`src/sv/u16u8_pkg.sv`:
```
package u16u8_pkg;

  localparam int unsigned UnitW = 21;
  localparam int unsigned ByteW = 8;
  localparam int unsigned MaxBytes = 4;
  localparam int unsigned LenW = 3;
  localparam int unsigned SurrTagW = UnitW - 10;

  localparam logic [SurrTagW-1:0] HiSurrTag = 11'h036;
  localparam logic [SurrTagW-1:0] LoSurrTag = 11'h037;
  localparam logic [UnitW-1:0] SuppBase = 21'h010000;

  localparam logic [UnitW-1:0] Max1Byte = 21'h00007f;
  localparam logic [UnitW-1:0] Max2Byte = 21'h0007ff;
  localparam logic [UnitW-1:0] Max3Byte = 21'h00ffff;

  localparam logic [LenW-1:0] Len1 = 3'd1;
  localparam logic [LenW-1:0] Len2 = 3'd2;
  localparam logic [LenW-1:0] Len3 = 3'd3;
  localparam logic [LenW-1:0] Len4 = 3'd4;

  typedef struct packed {
    logic [MaxBytes*ByteW-1:0] bytes;
    logic [LenW-1:0]           len;
  } enc_t;

  function automatic enc_t utf8_encode(input logic [UnitW-1:0] cp);
    enc_t e;
    if (cp <= Max1Byte) begin
      e.bytes = {1'b0, cp[6:0], 24'h000000};
      e.len   = Len1;
    end else if (cp <= Max2Byte) begin
      e.bytes = {3'b110, cp[10:6], 2'b10, cp[5:0], 16'h0000};
      e.len   = Len2;
    end else if (cp <= Max3Byte) begin
      e.bytes = {4'b1110, cp[15:12], 2'b10, cp[11:6], 2'b10, cp[5:0], 8'h00};
      e.len   = Len3;
    end else begin
      e.bytes = {5'b11110, cp[20:18], 2'b10, cp[17:12], 2'b10, cp[11:6],
                 2'b10, cp[5:0]};
      e.len   = Len4;
    end
    return e;
  endfunction

endpackage

```
`src/sv/u16u8_front.sv`:
```
module u16u8_front (
  input  logic                          clk,
  input  logic                          rst_n,
  input  logic                          in_valid,
  output logic                          in_ready,
  input  logic [u16u8_pkg::UnitW-1:0]   in_code_unit,
  input  logic                          in_end_of_text,
  output logic                          enc_valid,
  input  logic                          enc_ready,
  output u16u8_pkg::enc_t               enc
);
  import u16u8_pkg::*;

  logic             vld_r, vld_nxt;
  logic [UnitW-1:0] unit_r;
  logic             eot_r;
  logic [UnitW-1:0] pend_r, pend_nxt;
  logic             is_hi, is_lo, advance;
  logic [UnitW-1:0] cp, hi_offset;

  assign is_hi = (unit_r[UnitW-1:10] == HiSurrTag);
  assign is_lo = (unit_r[UnitW-1:10] == LoSurrTag);
  assign hi_offset = {1'b0, unit_r[9:0], 10'h000} + SuppBase;
  assign cp = is_lo ? (pend_r | {11'h000, unit_r[9:0]}) : unit_r;

  assign enc       = utf8_encode(cp);
  assign enc_valid = vld_r && !is_hi;
  assign advance   = vld_r && (is_hi || enc_ready);
  assign in_ready  = !vld_r || advance;

  always_comb begin
    vld_nxt = vld_r;
    if (advance) begin
      vld_nxt = 1'b0;
    end
    if (in_valid && in_ready) begin
      vld_nxt = 1'b1;
    end
    pend_nxt = pend_r;
    if (advance) begin
      pend_nxt = (is_hi && !eot_r) ? hi_offset : '0;
    end
  end

  always_ff @(posedge clk) begin
    if (!rst_n) begin
      vld_r  <= 1'b0;
      pend_r <= '0;
    end else begin
      vld_r  <= vld_nxt;
      pend_r <= pend_nxt;
    end
  end

  always_ff @(posedge clk) begin
    if (in_valid && in_ready) begin
      unit_r <= in_code_unit;
      eot_r  <= in_end_of_text;
    end
  end

  a_pend_aligned: assert property (@(posedge clk) disable iff (!rst_n)
    (pend_r != '0) |-> (pend_r[9:0] == 10'h000 && pend_r >= SuppBase))
    else $error("pending point lost its alignment");

  a_hi_silent: assert property (@(posedge clk) disable iff (!rst_n)
    (vld_r && is_hi) |=> (pend_r == '0 || pend_r[9:0] == 10'h000))
    else $error("high surrogate left a bad pending point");

endmodule

```
`src/sv/u16u8_serial.sv`:
```
module u16u8_serial (
  input  logic                          clk,
  input  logic                          rst_n,
  input  logic                          enc_valid,
  output logic                          enc_ready,
  input  u16u8_pkg::enc_t               enc,
  output logic                          out_valid,
  input  logic                          out_ready,
  output logic [u16u8_pkg::ByteW-1:0]   out_utf8_byte,
  output logic                          out_last_byte
);
  import u16u8_pkg::*;

  localparam int unsigned BufW = MaxBytes * ByteW;

  logic [BufW-1:0] buf_r, buf_nxt;
  logic [LenW-1:0] rem_r, rem_nxt;
  logic            take, load;

  assign out_valid     = (rem_r != '0);
  assign out_utf8_byte = buf_r[BufW-1 -: ByteW];
  assign out_last_byte = (rem_r == Len1);
  assign take          = out_valid && out_ready;
  assign enc_ready     = !out_valid || (take && out_last_byte);
  assign load          = enc_valid && enc_ready;

  always_comb begin
    buf_nxt = buf_r;
    rem_nxt = rem_r;
    if (take) begin
      buf_nxt = {buf_r[BufW-ByteW-1:0], {ByteW{1'b0}}};
      rem_nxt = rem_r - Len1;
    end
    if (load) begin
      buf_nxt = enc.bytes;
      rem_nxt = enc.len;
    end
  end

  always_ff @(posedge clk) begin
    if (!rst_n) begin
      rem_r <= '0;
    end else begin
      rem_r <= rem_nxt;
    end
  end

  always_ff @(posedge clk) begin
    buf_r <= buf_nxt;
  end

  a_rem_range: assert property (@(posedge clk) disable iff (!rst_n)
    rem_r <= Len4)
    else $error("byte count out of range");

  a_drain_idle: assert property (@(posedge clk) disable iff (!rst_n)
    (take && out_last_byte && !load) |=> !out_valid)
    else $error("bytes shown after the last one");

  a_cont_byte: assert property (@(posedge clk) disable iff (!rst_n)
    (take && !out_last_byte) |=> (out_utf8_byte[7:6] == 2'b10))
    else $error("continuation byte malformed");

endmodule

```
`src/sv/utf16_to_utf8_encoder.sv`:
```
// UTF-16 to UTF-8 encoder. One code unit (UTF-16 unit or direct code point up to 21 bits)
// is taken per item into an input register, which can accept a new item in every cycle
// it is free; it is encoded in one pass into a result register that sends one byte per
// cycle while out_ready is high, so a unit gives one to four bytes, the length of its
// UTF-8 form, and a high surrogate leaves the input register with no byte. The first byte
// is shown from the result register, after the input register; the next unit is taken
// while the last byte of the previous one is still waiting. A high surrogate is held and
// joined with a following low surrogate; any other unit drops it, and end_of_text
// drops a high surrogate that arrives with it. A zero unit is encoded as byte 0x00.
module utf16_to_utf8_encoder (
  input  logic                          clk,
  input  logic                          rst_n,
  input  logic                          in_valid,
  output logic                          in_ready,
  input  logic [u16u8_pkg::UnitW-1:0]   in_code_unit,
  input  logic                          in_end_of_text,
  output logic                          out_valid,
  input  logic                          out_ready,
  output logic [u16u8_pkg::ByteW-1:0]   out_utf8_byte,
  output logic                          out_last_byte
);
  import u16u8_pkg::*;

  logic enc_valid, enc_ready;
  enc_t enc;

  u16u8_front u_front (
    .clk            (clk),
    .rst_n          (rst_n),
    .in_valid       (in_valid),
    .in_ready       (in_ready),
    .in_code_unit   (in_code_unit),
    .in_end_of_text (in_end_of_text),
    .enc_valid      (enc_valid),
    .enc_ready      (enc_ready),
    .enc            (enc)
  );

  u16u8_serial u_serial (
    .clk           (clk),
    .rst_n         (rst_n),
    .enc_valid     (enc_valid),
    .enc_ready     (enc_ready),
    .enc           (enc),
    .out_valid     (out_valid),
    .out_ready     (out_ready),
    .out_utf8_byte (out_utf8_byte),
    .out_last_byte (out_last_byte)
  );

endmodule
```
`config.mk`:
```
export PLATFORM = sky130hd
export DESIGN_NAME = utf16_to_utf8_encoder
export DESIGN_NICKNAME = d
export VERILOG_FILES = /design/src/sv/u16u8_pkg.sv /design/src/sv/u16u8_front.sv /design/src/sv/u16u8_serial.sv /design/src/sv/utf16_to_utf8_encoder.sv
export SDC_FILE = /design/constraint.sdc
export NUM_CORES = 1
export LEC_CHECK = 0
export BUFFER_PORTS_ARGS = -buffer_cell sky130_fd_sc_hd__buf_4
export CORE_MARGIN = 5
export CORE_UTILIZATION = 45
export DETAILED_ROUTE_END_ITERATION = 16
export HOLD_SLACK_MARGIN = 0.1
export PLACE_DENSITY = 0.61
export SLEW_MARGIN = 20
export SYNTH_ARGS = -nofsm -noshare
export SYNTH_HDL_FRONTEND = slang
export SYNTH_SLANG_ARGS = --single-unit
```
`constraint.sdc`:
```
create_clock -name clk -period 6.8 [get_ports clk]
set_clock_uncertainty 0.2 [all_clocks]
set_input_delay 0 -clock clk [delete_from_list [all_inputs] [get_ports clk]]
set_output_delay 0 -clock clk [all_outputs]
set_load 0.005 [all_outputs]
```
# Word-level counts from Yosys, hierarchy flattened
# Index checks and enable logic that the tools add are counted.
[op_classes]
add_sub_neg = 2
multipliers = 0
n_div = 0
n_lt_le_gt_ge = 3
eq_ne = 3
n_shift = 0
mux = 11
bitwise_logic = 1
n_reduce_logical = 17
[op_table]
columns = ["operator", "n"]
rows = [
  ["two-way mux 32 bit", 3],
  ["two-way mux 35 bit", 2],
  ["two-way mux 21 bit", 2],
  ["== test 11 x 6 -> 1 bit (second input constant)", 2],
  ["adder 20 x 17 -> 21 bit (second input constant)", 1],
  ["less-or-equal comparator 21 x 11 -> 1 bit (second input constant)", 1],
  ["less-or-equal comparator 21 x 16 -> 1 bit (second input constant)", 1],
  ["less-or-equal comparator 21 x 7 -> 1 bit (second input constant)", 1],
  ["OR 21 x 10 -> 21 bit", 1],
  ["logical AND 1 bit", 7],
  ["two-way mux 3 bit", 2],
  ["logical NOT 1 bit", 4],
  ["nonzero test 2 bit", 2],
  ["== test 3 x 1 -> 1 bit (second input constant)", 1],
  ["logical OR 1 bit", 3],
  ["nonzero test 3 bit", 1],
  ["subtractor 3 x 1 -> 3 bit (second input constant)", 1],
  ["two-way mux 1 bit", 2],
]
[totals]
reg_bits = 79
latch_bits = 0
ram_bits = 0
rom_bits = 0
input_bits = 26
output_inout_bits = 11
word_cells = 43
mem_count = 0

# Logic depth before layout (Yosys ltp)
[logic_depth]
depth_word = 9
mapped_depth = 10
ltp_nobuf = 9

# Cells and area by module
# From an unflattened synthesis, not the netlist that was laid out.
[unflattened]
hier_cells = 327
hier_area_um2 = 3767.4
[by_module_without_submodules]
columns = ["module", "instances", "cells_per_inst", "area_each_um2", "seq_area_each_um2"]
rows = [
  ["u16u8_front", 1, 219, 2114.5, 900.9],
  ["u16u8_serial", 1, 108, 1652.8, 1021.0],
]

# Worst setup path before layout
# No wires, ideal clock.
[synth_path]
path_type = "reg2reg"
from = "reg u_front.unit_r[11]"
to = "reg u_serial.rem_r[2]"
setup_ps = 120
arrival_time_ps = 3013
t_required_ps = 6480
setup_slack_ps = 3467
path_stages_with_launch = 8
n_path_buf = 0
synth_period_minus_slack_ps = 3333
path_cell_list = "edfxtp_1 > nand3b_1 > nor4_1 > nand2b_1 > o21ai_1 > nand2_1 > and2_1 > o31a_1"
[synth_via]
elab_chain_len = 7
elab_cells_between_ends = 14
cone_classes = "3 x order compare; 2 x eq/ne; 5 x mux; 4 x reduce/logical"
[synth_rtl]
columns = ["element", "line_no", "text"]
rows = [
  ["from (decl)", "u16u8_front.sv:15", "logic [UnitW-1:0] unit_r;"],
  ["from (signal assigned)", "u16u8_front.sv:57", "unit_r <= in_code_unit;"],
  ["== test 11 x 6 -> 1 bit", "u16u8_front.sv:22", "assign is_lo = (unit_r[UnitW-1:10] == LoSurrTag);"],
  ["two-way mux 21 bit", "u16u8_front.sv:24", "assign cp = is_lo ? (pend_r | {11'h000, unit_r[9:0]}) : unit_r;"],
  ["less-or-equal comparator 21 x 16 -> 1 bit", "u16u8_pkg.sv:35", "end else if (cp <= Max3Byte) begin"],
  ["two-way mux 32 bit", "u16u8_pkg.sv:35", ""],
  ["two-way mux 35 bit", "u16u8_pkg.sv:32", "end else if (cp <= Max2Byte) begin"],
  ["two-way mux 35 bit", "u16u8_pkg.sv:29", "if (cp <= Max1Byte) begin"],
  ["two-way mux 3 bit", "u16u8_serial.sv:34", "if (load) begin"],
  ["to (signal assigned)", "u16u8_serial.sv:44", "rem_r <= rem_nxt;"],
  ["to (decl)", "u16u8_serial.sv:17", "logic [LenW-1:0] rem_r, rem_nxt;"],
]
# Parallel ways exist; a longest one is shown, timed or not.
# A chain may end at the register's enable or synchronous reset.

# Final worst setup path
[layout_path]
from = "reg u_front.unit_r[20]"
to = "reg u_serial.buf_r[10] (data pin)"
[layout_via]
elab_chain_len = 7
elab_cells_between_ends = 13
cone_classes = "3 x order compare; 2 x eq/ne; 5 x mux; 3 x reduce/logical"
[layout_rtl]
columns = ["element", "line_no", "text"]
rows = [
  ["== test 11 x 6 -> 1 bit", "u16u8_front.sv:22", ""],
  ["two-way mux 21 bit", "u16u8_front.sv:24", ""],
  ["less-or-equal comparator 21 x 16 -> 1 bit", "u16u8_pkg.sv:35", ""],
  ["two-way mux 32 bit", "u16u8_pkg.sv:35", ""],
  ["two-way mux 35 bit", "u16u8_pkg.sv:32", ""],
  ["two-way mux 35 bit", "u16u8_pkg.sv:29", ""],
  ["two-way mux 32 bit (*)", "u16u8_serial.sv:34", ""],
  ["via u_serial.buf_nxt[10]", "u16u8_serial.sv:16", "logic [BufW-1:0] buf_r, buf_nxt;"],
  ["to (signal assigned)", "u16u8_serial.sv:49", "buf_r <= buf_nxt;"],
  ["to (decl)", "u16u8_serial.sv:16", ""],
]
# Mark *: on every way through the listed nets, which the timed path passes. The rest lies on a longest branch.

==> summary.md <==
| Metric | Value |
|---|---|
| Max-slew violation count | 0 |
| Pwr/cell area | ~340 mW/mm2 |
| Largest net degree at the start of global routing | 35 |
| Worst vdd rail ir drop | 148 uV |
| Total GRT Usage | a little under a fifth |
| Tmin final | approximately 3.9 ns |
| Via count | 2532 |
| Remaining DRCs | 0 |
| Most common cell after layout, fill and taps aside | edfxtp_1 |
| Post-synthesis cell area | ~0.0033 mm2 |
| CP Class | flip-flop to flip-flop |
| Switching part of the total | approximately a third |
| Fill count | 643 |
| Antenna viol nets, final | 0 |
| Worst-path clk slew | ~0.070 ns |
| Hpwl dp | roughly 5600 um |
| FMAX | ~260 MHz |
| Worst setup EP type | flip-flop |
| Hold Fails Final Rpt | 0 |
| Layout cells sized above 1 | between 20% and 30% |
| Sequential Power Share | approximately 48% |
| Overall power | around 1.4 mW |
| Syn nets | ~330 |
| Non-filler cells, final | ~450 |
| Clk_lat worst skew | 0.34 ns |
| CP required | 6.69 ns |
| Post-CTS Setup Repair Bufs | 0 |
| DR pass1 iterations | 4 |
| Unrepaired setup endpoints after global routing | no |
| Initial Utilization | approximately 46% |
| Aggregate negative setup slack | 0 ns |
| EDFF count, synth | approximately 50 |
| First-pass GRT wire length | between 10000 and 15000 um |
| GRT overflow | 0 |
| Max-Cap Viols | 0 |
| # IOs | 37 |
| Core Util, Final | a little under three fifths |
| Pre-CTS setup slack | slightly below 3 ns |
| DIE HEIGHT | 95.6 um |
| Port bufs | 36 |
| Most frequent cells in the layout | 51 x edfxtp_1, 39 x buf_4, 31 x nand2_1 |
| Number of clock sinks | 66 |
| Endpoints failing setup | 0 |
| DR WL/cell | approximately 18 um |
| Final #Nets | between 300 and 400 |
| Psw | approximately 0.45 mW |
| Pint | approximately 0.94 mW |
| Core area | around 0.0072 mm2 |
| Register Area | 0.00183 mm2 |
| Synthesized flop and latch total | between 60 and 70 |
| Least-Margin Pin Slew | slightly above 1 ns |
| Power share of the combinational group | approximately 29% |
| Final worst setup slack | roughly 3 ns |
| Yosys Warn Count | 0 |
| Sequential element share of the synthesized area | about 55% |
| Cell variety after synth | 60 |
| Clock power frac | a little under a quarter |
| Vias per cell | 5.59 |
| Die area | 0.00915 mm2 |
| Ys flop type | edfxtp_1 |
| Leak | 1.46 nW |
| Die X-Extent | between 90 and 100 um |
| FP Rows | 31 |
| Cells after Synth | slightly below 300 |
| FFs w/ async S/R, synth | 0% |
| Initial DRC Count | around 170 |
| Multi-input logic area | 0.00132 mm2 |
| Max-slew headroom | 31.3% |
| Placer Congestion | 0.968 |
| CP max FO | 23 |
| Startpoint Class | flip-flop |
| Min-Delay Path Class | primary input to flip-flop |
| Number of CTS-inserted buffers | 9 |
| Synthesized area per cell | 11.2 um2 |
| CP arrival | around 3.8 ns |
| Post-CTS sizing | 0 |
| CTS tree | built |
| Tcrit/Tclk final | between 50% and 60% |
| Status | complete, no violations |
| Vias in the first global route | about 2.5k |
| Diode count | 0 |
| Post-CTS Hold Buffers | 25 |
| Initial antenna violation count | 0 |
| Clock root buffer | clkbuf_8 |
| Drt total wl | around 8200 um |
| Cell count after placement | between 400 and 500 |
| Layout area overhead | 22.5% |
| CTS max path bufs | 2 |
| H-tree levels | 3 |
==> worst max-delay path: stages, from the launching register on <==
cell,delay [ns]
edfxtp_1,0.42
or4_4,0.58
nor4_1,0.52
nand2b_1,0.25
nand2b_1,0.73
nor2_2,0.36
and3_1,0.28
a221o_1,0.27
==> through the flow <==
stage | hold slack (ns) | area, um2
CTS | 0.107 | 4040
finish | 0.117 | 4040
global placement | -0.0219 | 3600
global route | 0.160 | 4040
detailed placement | -0.0207 | 3600
floorplan | -0.101 | 3300
==> final timing paths <==
| check | slack [ns] | depth (start not counted) | start | endpoint |
|---|---|---|---|---|
| max | 2.93 | 7 | u_front.unit_r[20]$_DFFE_PP_ | u_serial.buf_r[10]$_DFFE_PP_ |
| min | 0.12 | 6 | out_ready | u_serial.rem_r[0]$_SDFFE_PN0P_ |
| max reg2reg | 2.93 | 7 | u_front.unit_r[20]$_DFFE_PP_ | u_serial.buf_r[10]$_DFFE_PP_ |
| min reg2reg | 0.26 | 2 | u_front.pend_r[10]$_SDFFE_PN0P_ | u_front.pend_r[10]$_SDFFE_PN0P_ |
==> kinds of logic after synthesis <==
kind of cell / count (synthesis) / share of synthesized area [%]
compound gates: 76 / 16.9
xor+xnor: 2 / 0.531
fa+ha+maj: 5 / 1.90
buf+inv: 30 / 4.74
flops: 66 / 55.5
simple gates: 116 / 20.4
==> power by group through the flow <==
stage          clock network (mW)  registers [mW]  logic [mW]
2_1_floorplan                   0           0.653       0.285
3_3_place_gp                    0           0.676       0.384
3_5_place_dp                    0           0.678       0.389
4_1_cts                     0.331           0.670       0.403
5_1_grt                     0.350           0.681       0.442
6_report                    0.326           0.668       0.399
==> synthesized netlist by cell type, types with 2 or more instances <==
cell type / instances / area, um2
nand2_1: 31 / 116
a31oi_1: 3 / 18.8
dfxtp_1: 15 / 300
a221oi_1: 5 / 43.8
nor3b_1: 3 / 22.5
nor2b_1: 6 / 37.5
nand2b_1: 7 / 43.8
nor2_1: 12 / 45.0
nand4_1: 5 / 31.3
and3_1: 12 / 75.1
nand3b_1: 5 / 37.5
o21a_1: 5 / 37.5
a21oi_1: 14 / 70.1
clkbuf_1: 9 / 33.8
buf_4: 9 / 67.6
a211oi_1: 3 / 22.5
o21ai_1: 2 / 10.0
or4_4: 3 / 33.8
a21boi_0: 9 / 67.6
nor4_1: 2 / 12.5
and2_1: 2 / 12.5
o21ai_0: 14 / 70.1
a221o_1: 6 / 60.1
nor3_1: 3 / 15.0
or2_2: 2 / 12.5
buf_2: 2 / 10.0
ha_1: 5 / 62.6
inv_1: 9 / 33.8
nand3_1: 11 / 55.1
edfxtp_1: 51 / 1530
==> flip-flops by register name (all words and copies together), names as in the netlist <==
register,count
u_front.vld_r,1
u_front.pend_r,11
u_front.eot_r,1
u_front.unit_r,21
u_serial.rem_r,3
u_serial.buf_r,29
==> cell type report <==
cell class              instances  area share (%)
well taps                      99            3.06
flip-flops and latches         66            45.3
repair buffers                 64            13.4
multi-input cells             199            32.6
clock buffers                   9            3.06
inverters                       9           0.835
clock inverters                 7            1.70
==> per-layer routing <==
metal | GRT usage, % | vias up | wire, um
met5 | 0 | - | 0
met4 | 7.70 | 0 | 182
met3 | 3.87 | 16 | 275
met2 | 31.3 | 52 | 4050
met1 | 24.6 | 1240 | 3670
li1 | - | 1224 | -
Note: power is estimated with default switching activity, not from simulation.
